$ cat config.mk
export PLATFORM = sky130hd
export DESIGN_NAME = mmt_mac
export DESIGN_NICKNAME = d
export VERILOG_FILES = /design/src/design/mmt_pkg.sv /design/src/design/mmt_mac.sv
export SDC_FILE = /design/constraint.sdc
export NUM_CORES = 1
export LEC_CHECK = 0
export ABC_AREA = 0
export BUFFER_PORTS_ARGS = -buffer_cell sky130_fd_sc_hd__buf_4
export CAP_MARGIN = 20
export CORE_MARGIN = 4
export CORE_UTILIZATION = 65
export DETAILED_ROUTE_END_ITERATION = 8
export GPL_ROUTABILITY_DRIVEN = 0
export GPL_TIMING_DRIVEN = 0
export PLACE_DENSITY = 0.82
export SKIP_CTS_REPAIR_TIMING = 1
export SYNTH_ARGS = -nofsm -noshare
export SYNTH_HDL_FRONTEND = slang
export SYNTH_SLANG_ARGS = --single-unit
$ cat constraint.sdc
create_clock -name clk_i -period 6.4 [get_ports clk_i]
set_clock_uncertainty 0.2 [all_clocks]
set_input_delay 0.32 -clock clk_i [delete_from_list [all_inputs] [get_ports clk_i]]
set_output_delay 0.32 -clock clk_i [all_outputs]
set_load 0.02 [all_outputs]
$ cat src/design/mmt_pkg.sv
// Shared types and constants for the matrix multiply engine.
// No dependencies; imported by every module of the block.
package mmt_pkg;

  localparam int MAX_DIM_DEF   = 16;
  localparam int ELEM_BITS_DEF = 16;
  localparam int SUM_W         = 36;
  localparam int IDX_W         = 4;
  localparam int VAL_W         = 16;
  localparam int SIZE_W        = 5;
  localparam int CFG_ADDR_W    = 2;
  localparam int IN_DATA_W     = 24;
  localparam int OUT_DATA_W    = 48;

  typedef enum logic [1:0] {
    FUNC_LOAD_A = 2'd0,
    FUNC_LOAD_B = 2'd1,
    FUNC_READ   = 2'd2
  } func_e;

  typedef enum logic [CFG_ADDR_W-1:0] {
    CFG_TRANSPOSE_A = 2'd0,
    CFG_TRANSPOSE_B = 2'd1,
    CFG_SIZE        = 2'd2
  } cfg_idx_e;

  typedef struct packed {
    logic clear;
    logic en;
  } mac_ctrl_t;

endpackage

$ cat src/design/mmt_mac.sv
// Shared multiply-accumulate unit: registered product, then exact accumulate.
// Depends on mmt_pkg.
module mmt_mac import mmt_pkg::*; #(
  parameter int ELEM_BITS = ELEM_BITS_DEF
) (
  input  logic                        clk_i,
  input  logic                        rst_ni,
  input  mac_ctrl_t                   ctrl_i,
  input  logic signed [ELEM_BITS-1:0] a_i,
  input  logic signed [ELEM_BITS-1:0] b_i,
  output logic                        busy_o,
  output logic        [SUM_W-1:0]     acc_o
);

  localparam int PROD_W = 2 * ELEM_BITS;
  localparam int EXT_W  = (PROD_W > SUM_W) ? PROD_W : SUM_W;

  logic signed [PROD_W-1:0] prod_q;
  logic signed [EXT_W-1:0]  prod_ext;
  logic                     mul_v_q;
  logic        [SUM_W-1:0]  acc_q;

  assign prod_ext = EXT_W'(prod_q);

  always_ff @(posedge clk_i) begin
    if (ctrl_i.en) begin
      prod_q <= a_i * b_i;
    end
  end

  always_ff @(posedge clk_i or negedge rst_ni) begin
    if (!rst_ni) begin
      mul_v_q <= 1'b0;
      acc_q   <= '0;
    end else begin
      mul_v_q <= ctrl_i.en;
      if (ctrl_i.clear) begin
        acc_q <= '0;
      end else if (mul_v_q) begin
        acc_q <= acc_q + prod_ext[SUM_W-1:0];
      end
    end
  end

  assign busy_o = mul_v_q;
  assign acc_o  = acc_q;

endmodule

Word-level counts from Yosys, hierarchy flattened. Cells that the tools add are included.

Reductions and logical operators: 1. Multipliers: 1. Add/sub/neg operators: 1. Multiplexer cells: 2.

Operators with widths (number): 36-bit 2-to-1 mux (2); 36-bit adder (1); 16-bit by 16-bit multiplier with 32-bit output (1); 2-bit nonzero test (1).

Flip-flop bits (word level): 69. Bits of input ports: 36. Output and inout port bits: 37.

Logic depth before layout (Yosys ltp). Gate-level depths: netlist (run 1).

Depth in word-level cells: 3. Mapped depth: 25. Gate-level depth less buffers: 24.

Worst setup path after synthesis (run 1). No wires, ideal clock.

Path kind: input port to flip-flop. Start point: input port b_i[1]. End point: register prod_q[30], data pin. Buffers on the path: 2. Arrival time: 5949 ps. Library setup time: 135 ps. Data required time: 6065 ps. Slack: 115 ps. Stages: 21. Cell sequence: clkbuf_1 -> nand2_1 -> inv_1 -> fa_1 -> fa_1 -> fa_1 -> fa_1 -> fa_1 -> inv_1 -> fa_1 -> inv_1 -> ha_1 -> clkbuf_1 -> a21o_1 -> a21o_1 -> a21oi_1 -> o211ai_1 -> a21o_1 -> a311o_1 -> or4b_1 -> nand3_1.

Longest elaborated chain between the ends: 1.

RTL lines: from (decl) (line mmt_mac.sv:10) `input logic signed [ELEM_BITS-1:0] b_i,`; 16-bit by 16-bit multiplier with 32-bit output (line mmt_mac.sv:27) `prod_q <= a_i * b_i;`; to (signal assigned) (line mmt_mac.sv:27); to (decl) (line mmt_mac.sv:18) `logic signed [PROD_W-1:0] prod_q;`.

Every way passes these cells. A chain may end at the register's enable or synchronous reset.

Final worst setup path (run 1).
Start point: input port b_i[14]. End point: register prod_q[29], data pin.

Same word-level chain as after synthesis.

==> results of run 1 <==
==> layer usage <==
| metal | track usage | share of wire | wire (um) |
|---|---|---|---|
| met2 | 0.476 | 0.47 | 15500 |
| met4 | 0.0875 | 0.032 | 1030 |
| met5 | 0 | 0 | 0 |
| met1 | 0.370 | 0.40 | 13100 |
| met3 | 0.0713 | 0.093 | 3040 |
==> synth_stat cells (2+ instances only) <==
library cell  number
nor4_1             3
a211oi_2           3
o21ai_0           25
ha_1             117
o21bai_1           5
a21o_1            28
xor2_1            19
nor2b_1           14
or2_2              2
a22o_1             7
or4_1              3
dfrtp_1           37
nand2b_1          10
nor2_1            64
a32o_1             2
mux2i_1           21
a2bb2oi_1          2
o211ai_1           5
a2111oi_0          2
edfxtp_1          32
a21oi_1           47
clkbuf_1          41
o21ai_1            3
o21a_1            14
nand3_1            7
and2_1           125
nand4_1            5
nand2_1          138
inv_1            318
or3_1              4
o31ai_1            3
a22oi_1            2
nor3_1            12
xnor2_1           38
a211oi_1           9
fa_1             263
a31oi_1            8
and3_1             5
==> registers in the layout, summed over array words and instances, names as in the netlist <==
| signal | count |
|---|---|
| busy_o | 1 |
| prod_q | 32 |
| acc_o | 36 |
==> worst max-delay path, delay by kind of cell <==
family / cells / cell delay, ns
xor+xnor: 1 / 0.14
simple gates: 4 / 0.77
fa+ha+maj: 7 / 3.11
buf+inv: 5 / 0.73
compound gates: 5 / 1.02
==> cell type report <==
class / instances / area share
multi-input cells: 1042 / 0.706
flip-flops and latches: 69 / 0.124
inverters: 318 / 0.0782
repair buffers: 79 / 0.0390
well taps: 275 / 0.0226
clock buffers: 9 / 0.0148
plain buffers: 38 / 0.0137
clock inverters: 7 / 0.00213
==> worst paths after layout <==
path                           start          to
setup / recovery             b_i[14]  prod_q[29]
hold / removal             ctrl_i[0]      busy_o
setup reg to reg           acc_o[18]   acc_o[35]
hold reg to reg            acc_o[28]   acc_o[28]
max in group asynchronous     rst_ni   acc_o[27]
min in group asynchronous     rst_ni   acc_o[10]
==> cell families after synthesis <==
group / count (synthesis) / synth area share
adder cells (fa/ha/maj): 380 / 0.483
XOR/XNOR: 57 / 0.0358
AND/OR/NAND/NOR: 401 / 0.144
AO/OA/AOI/OAI: 182 / 0.0889
buffers and inverters: 360 / 0.0970
multiplexers: 22 / 0.0159
flip-flops: 69 / 0.135
==> stage by stage <==
stage	cells	area, um^2	hold WS, ns
finish	1837	15300	0.147
floorplan	1471	13900	-0.176
detailed placement	1818	14800	0.107
global placement	1818	14800	0.0957
CTS	1834	15100	-0.248
global route	1837	15300	0.159
==> out/results.txt, run 1 <==
Multi-input gate area -> 0.0108 mm^2
ANT nets after route -> 0
Gate Count Post-Synth -> 1471
Mapped Area -> 0.0139 mm^2
Iteration-0 DRC Markers -> 731
startpoint type of the worst setup path -> primary input
Yosys top cell area share -> 0.378
Final Cycle Share -> 0.975
Detail Placement HPWL -> 27800 um
clk_lat worst skew -> 0.34 ns
hold path depth -> 1
Hold Path Class -> in2reg
CP arrival -> 6.12 ns
Critical-path top delay cell -> fa_1
status -> finished, final reports clean
worst rel slew slack -> 0.394
CTS Sinks -> 69
I/O Buffers -> 72
utilization after layout -> 0.726
Vias -> 10400
drt wl/cell -> 17.8 um
row cnt -> 53
Syn. warnings -> 0
Crit path largest cell delay -> 0.51 ns
CP cell instances -> buf_4, clkbuf_1, nand2_1, fa_1, fa_1, inv_1, fa_1, fa_1, fa_1, inv_1, fa_1, inv_1, ha_2, a21o_1, a21oi_2, nor2b_1, or4_1, a21oi_2, nor2_1, a41o_1, a21o_1, xor2_1
GRT overflow -> 0
main flop type after synthesis -> dfrtp_1
final setup vio count -> 0
clk root buf -> clkbuf_16
Seq/Total Area, Yosys -> 0.135
share of layout cells above drive strength 1 -> 0.0960
Antenna Cells -> 0
total CTS buffers -> 9
Area Growth Syn to Fin -> 9.53%
Final Max Tran Viols -> 0
initial antenna violation count -> 0
Sum Neg Setup Slack -> 0 ns
Mean Syn Cell Area -> 9.47 um^2
Placeable Area -> 0.0210 mm^2
area leader, netlist -> fa_1
full die area -> 0.0238 mm^2
Via density -> 5.68
first-pass GRT wire length -> 54400 um
clock tree buffer depth -> 2
Crit path top cell by count -> fa_1
IO Count -> 73
vias in the first global route -> 11000
reg-to-reg slack, setup -> 3.01 ns
DIE WIDTH -> 154 um
sequential cell area -> 0.00189 mm^2
pre-CTS WS -> -0.641 ns
clock transition at the registers of the reported paths -> 0.05 ns
Setup CP Type -> in2reg
synth unique cells -> 66
TritonRoute pass-1 iters -> 5
Worst Slack Setup Final -> 0.159 ns
CP Capture Type -> flop
Post-Syn Nets -> 1887
Fin. Hold Viols -> 0
most frequent cells in the layout -> inv_1 (317), fa_1 (257), nand2_1 (137)
Peak Freq -> 0.160 GHz
largest net degree at the start of global routing -> 38
flop and latch count out of synthesis -> 69
CP required -> 6.28 ns
Detailed Route WL -> 32700 um
nets -> 1973
Max-Cap Viols -> 0
R2R depth -> 9
CTS tree -> built
Synth area leaders -> fa_1 (38%), ha_1 (11%), inv_1 (8.6%), edfxtp_1 (6.9%), dfrtp_1 (6.6%)
fraction of registers with async set/reset -> 0.536
crit path max fanout -> 10
Remaining DRCs -> 0
gr usage total -> 0.285
H-tree depth -> 3
Slew @ Worst Pin -> 0.908 ns
Filler Cell Count -> 1541
Die Ht -> 154 um
Starting Density -> 0.663
most common cell after layout, fill and taps aside -> inv_1
Min Clock Period, post-route -> 6.24 ns
Post-synth EDFFs -> 32
Power of run 1 is left out: the tool's default activity adds up to more than one toggle a clock period on the data nets, which glitch-free logic cannot reach.
==> inputs of run 2 (changes only) <==
- ABC_AREA: 0 -> 1
- SETUP_SLACK_MARGIN: unset -> 0.02
==> out/results.txt, run 2 <==
status -> finished, final reports clean
I/O Buffers -> 48 (-33%)
most common library cells after synthesis -> nand2_1 (610), inv_1 (564), fa_1 (263)
CP delay by family, top -> adder cells
Iteration-0 DRC Markers -> 1179 (+61%)
clk root buf -> clkbuf_16
Area Growth Syn to Fin -> 7.22%
Final Cycle Share -> 0.964 (-0.0114)
CP cell instances -> clkbuf_1, clkbuf_2, nand2_1, fa_1, inv_1, fa_1, fa_1, fa_1, fa_1, inv_1, fa_1, inv_1, ha_1, nand2_1, nor2_1, inv_1, nor2_1, nand4_1, nand3_1, a21oi_1, nand2_1, nand2_1
first-pass GRT wire length -> 67600 um (+24%)
Max-Cap Viols -> 0 (unchanged)
CTS Sinks -> 69 (unchanged)
largest net degree at the start of global routing -> 38 (unchanged)
DIE WIDTH -> 162 um (+5.2%)
startpoint type of the worst setup path -> primary input
clk_lat worst skew -> 0.34 ns (about the same)
Placeable Area -> 0.0235 mm^2 (+12%)
main flop type after synthesis -> dfrtp_1
IO Count -> 73 (unchanged)
Vias -> 13600 (+30%)
gr usage total -> 0.324 (+0.0391)
ANT nets after route -> 0 (unchanged)
flop and latch count out of synthesis -> 69 (unchanged)
Gate Count Post-Synth -> 2091 (+42%)
Die Ht -> 162 um (+5.2%)
H-tree depth -> 3 (unchanged)
dpl cells -> 2458 (+35%)
Remaining DRCs -> 0 (unchanged)
Hold Path Class -> in2reg
top-count cell post-synth -> nand2_1
Sum Neg Setup Slack -> 0 ns (unchanged)
Antenna Cells -> 0 (unchanged)
Final Non-Filler Cells -> 2476 (+35%)
initial antenna violation count -> 0 (unchanged)
CP required -> 6.29 ns (about the same)
Starting Density -> 0.660 (-0.00282)
vias in the first global route -> 14100 (+28%)
Post-synth EDFFs -> 32 (unchanged)
CP Capture Type -> flop
clock tree buffer depth -> 2 (unchanged)
Setup CP Type -> in2reg
Fin. Hold Viols -> 0 (unchanged)
Synth area leaders -> fa_1 (34%), nand2_1 (15%), inv_1 (14%), ha_1 (9.5%), edfxtp_1 (6.2%)
row cnt -> 56 (+5.7%)
Syn. warnings -> 0 (unchanged)
Detail Placement HPWL -> 34900 um (+26%)
share of layout cells above drive strength 1 -> 0.0538 (-0.0423)
drt wl/cell -> 16.7 um (-5.9%)
Min Clock Period, post-route -> 6.17 ns (-0.0728 ns)
Via density -> 5.49 (-3.4%)
nets -> 2568 (+30%)
Mean Syn Cell Area -> 7.41 um^2 (-22%)
most frequent cells in the layout -> nand2_1 (610), inv_1 (564), fa_1 (263)
crit path max fanout -> 10 (unchanged)
total CTS buffers -> 9 (unchanged)
max FFs per register -> 36 (unchanged)
Mapped Area -> 0.0155 mm^2 (+11%)
Detailed Route WL -> 41400 um (+27%)
Slew @ Worst Pin -> 0.866 ns (-0.0426 ns)
TritonRoute pass-1 iters -> 7 (+2)
Peak Freq -> 0.162 GHz (+1.2%)
Critical-path top delay cell -> fa_1
clock transition at the registers of the reported paths -> 0.06 ns (about the same)
Yosys top cell area share -> 0.340 (-0.0380)
CTS tree -> built
fraction of registers with async set/reset -> 0.536 (unchanged)
synth unique cells -> 39 (-41%)
RSZ-0062 raised after global routing -> false
full die area -> 0.0264 mm^2 (+11%)
CP Buf/Inv Count -> 6 (+1)
CP arrival -> 6.06 ns (-0.06 ns)
area leader, netlist -> fa_1
worst rel slew slack -> 0.421 (+0.0262)
final setup vio count -> 0 (unchanged)
Final Max Tran Viols -> 0 (unchanged)
Crit path largest cell delay -> 0.84 ns (+0.33 ns)
most common cell after layout, fill and taps aside -> nand2_1
Post-Syn Nets -> 2507 (+33%)
Seq/Total Area, Yosys -> 0.122 (-0.0136)
GRT overflow -> 0 (unchanged)
Crit path top cell by count -> fa_1
-- run 2: cell type report --
type                       count  area [um^2]
inverter                     566         2120
timing repair buffer          50          380
fill                        1920         6870
multi-input combinational   1395        11200
tap                          319          399
clock inverter                 6         87.6
buffer                        61          254
clock buffer                  10          229
sequential                    69         1890
-- run 2: through the flow --
stage               worst slack [ns]  utilization  hold slack (ns)  instance area [um^2]
finish                         0.232        0.707            0.160                 16600
CTS                            0.139        0.706           -0.232                 16600
detailed placement            -0.211        0.692            0.118                 16200
global placement              -0.112        0.692            0.113                 16200
floorplan                      0.685            -           -0.176                 15500
global route                  0.0232        0.707            0.165                 16600
-- run 2: path summary, 6_finish.rpt --
path / start / to / slack (ns) / depth (start not counted)
worst min-delay path: ctrl_i[0] / busy_o / 0.16 / 1
worst min register to register: acc_o[34] / acc_o[34] / 0.32 / 2
min in group asynchronous: rst_ni / acc_o[0] / 0.31 / 2
worst max register to register: acc_o[0] / acc_o[16] / 3.62 / 11
max in group asynchronous: rst_ni / acc_o[18] / 5.33 / 2
worst max-delay path: b_i[6] / prod_q[31] / 0.23 / 22
-- run 2: layer usage --
layer  up-vias  GRT usage  share of wire
li1       6234          -              -
met4         0      0.158          0.052
met1      6481      0.403           0.37
met2       727      0.555           0.49
met5         -          0              0
met3       158     0.0494          0.091
-- run 2: cells by family after synthesis --
| logic type | Yosys count | synth area share |
|---|---|---|
| flops | 69 | 0.122 |
| buf+inv | 627 | 0.152 |
| simple gates | 845 | 0.222 |
| xor+xnor | 35 | 0.0198 |
| compound gates | 135 | 0.0497 |
| fa+ha+maj | 380 | 0.435 |
Power of run 2 is left out for the same reason.
==> inputs of run 3 (changes only) <==
- CORE_MARGIN: 4 -> unset
==> out/results.txt, run 3 (synthesis results as in run 2) <==
DIE WIDTH -> 156 um (-3.7%)
reg2reg end -> acc_o[16]
reg-to-reg slack, setup -> 3.65 ns (+0.03 ns)
most frequent cells in the layout -> nand2_1 (610), inv_1 (564), fa_1 (262)
vias in the first global route -> 14000 (-0.80%)
Antenna Cells -> 0 (unchanged)
GRT overflow -> 0 (unchanged)
Max-Cap Viols -> 0 (unchanged)
IO Count -> 73 (unchanged)
I/O Buffers -> 48 (unchanged)
Placeable Area -> 0.0234 mm^2 (-0.30%)
hold path depth -> 2 (+1)
clock transition at the registers of the reported paths -> 0.06 ns (about the same)
Hold EP -> acc_o[5]
Peak Freq -> 0.162 GHz (-0.28%)
ANT nets after route -> 0 (unchanged)
crit path max fanout -> 10 (unchanged)
most common cell after layout, fill and taps aside -> nand2_1
utilization after layout -> 0.708 (+0.000728)
Area Growth Syn to Fin -> 7.01%
Vias -> 13500 (-0.69%)
Iteration-0 DRC Markers -> 1225 (+3.9%)
Final Cycle Share -> 0.967 (+0.00275)
CP Capture Type -> flop
Detail Placement HPWL -> 34800 um (-0.19%)
initial antenna violation count -> 0 (unchanged)
Worst Min Path Start -> ctrl_i[1]
clk_lat worst skew -> 0.35 ns (about the same)
worst rel slew slack -> 0.421 (+0.000473)
row cnt -> 56 (unchanged)
max FFs per register -> 36 (unchanged)
pre-CTS WS -> -0.203 ns (+0.00746 ns)
total CTS buffers -> 9 (unchanged)
startpoint type of the worst setup path -> primary input
wire length on met3 -> 3470 um (-8.2%)
Detailed Route WL -> 41300 um (-0.15%)
H-tree depth -> 3 (unchanged)
CP required -> 6.29 ns (about the same)
WHS -> -0.00604 ns (-0.166 ns)
Min Clock Period, post-route -> 6.19 ns (+0.0176 ns)
Starting Density -> 0.662 (+0.00198)
TritonRoute pass-1 iters -> 7 (unchanged)
CTS tree -> built
CP arrival -> 6.08 ns (+0.02 ns)
Worst Slack Setup Final -> 0.214 ns (-0.0176 ns)
gr usage total -> 0.362 (+0.0382)
Via density -> 5.46 (-0.61%)
failing checks -> hold timing
top layer in use -> met4
full die area -> 0.0244 mm^2 (-7.3%)
Remaining DRCs -> 0 (unchanged)
share of layout cells above drive strength 1 -> 0.0566 (+0.00283)
FF-to-FF Start -> acc_o[0]
Die Ht -> 156 um (-3.7%)
status -> finished, violations left
largest net degree at the start of global routing -> 38 (unchanged)
Final Max Tran Viols -> 0 (unchanged)
Fin. Hold Viols -> 3 (+3)
wl on met1 -> 15700 um (+2.4%)
Hold Path Class -> in2reg
Slew @ Worst Pin -> 0.865 ns (-0.000706 ns)
clock tree buffer depth -> 2 (unchanged)
Setup CP Type -> in2reg
nets -> 2566 (-0.078%)
R2R depth -> 11 (unchanged)
clk root buf -> clkbuf_16
CTS Sinks -> 69 (unchanged)
drt wl/cell -> 16.7 um (about the same)
final setup vio count -> 0 (unchanged)
first-pass GRT wire length -> 67600 um (about the same)
Routed met2 length -> 20000 um (-0.71%)
[run 3: cell types whose count changed in the layout (fill, tap and decap cells not counted), sizes merged]
cell / change
clkinvlp: +1
clkbuf: -1
dlygate4sd3: -1
bufinv: -2
buf: +1
[run 3: worst max-delay path by stage]
stage,from,end,slack (ns)
2_1_floorplan,b_i[6],prod_q[31],0.68
3_3_place_gp,b_i[6],prod_q[31],-0.12
3_5_place_dp,a_i[7],prod_q[29],-0.20
4_1_cts,b_i[6],prod_q[31],0.14
5_1_grt,a_i[10],prod_q[29],-0.009
6_report,a_i[4],prod_q[29],0.21
[run 3: layout make-up]
cell class	count	area [um^2]
clock inverter	5	35.0
clock buffer	11	254
sequential	69	1890
buffer	60	256
tap	319	399
inverter	566	2120
timing repair buffer	49	370
multi-input combinational	1395	11200
fill	1946	6830
[run 3: worst max-delay path, cell delays in order]
cell and delay, ns:
clkbuf_1 0.37, clkbuf_1 0.59, nand2_1 0.18, fa_1 0.45, inv_1 0.07, fa_1 0.46
fa_1 0.51, fa_1 0.50, fa_1 0.50, inv_1 0.05, fa_1 0.51, inv_1 0.05
ha_1 0.40, nand2_1 0.10, nor2_1 0.21, inv_1 0.08, nor2_1 0.27, nand4_1 0.22
nand4_1 0.14, nand2_1 0.08
[run 3: metal layers]
layer | global-route usage | vias to the layer above
met5 | 0 | -
met4 | 0.187 | 0
met3 | 0.0565 | 155
met2 | 0.623 | 695
met1 | 0.441 | 6424
li1 | - | 6232
[run 3: per-stage QoR]
stage	setup TNS (ns)	cells	area, um^2
finish	0	2474	16600
global route	-0.0162	2474	16600
detailed placement	-1.70	2458	16200
global placement	-0.568	2458	16200
CTS	0	2474	16500
floorplan	0	2091	15500
Power of run 3 is left out for the same reason.
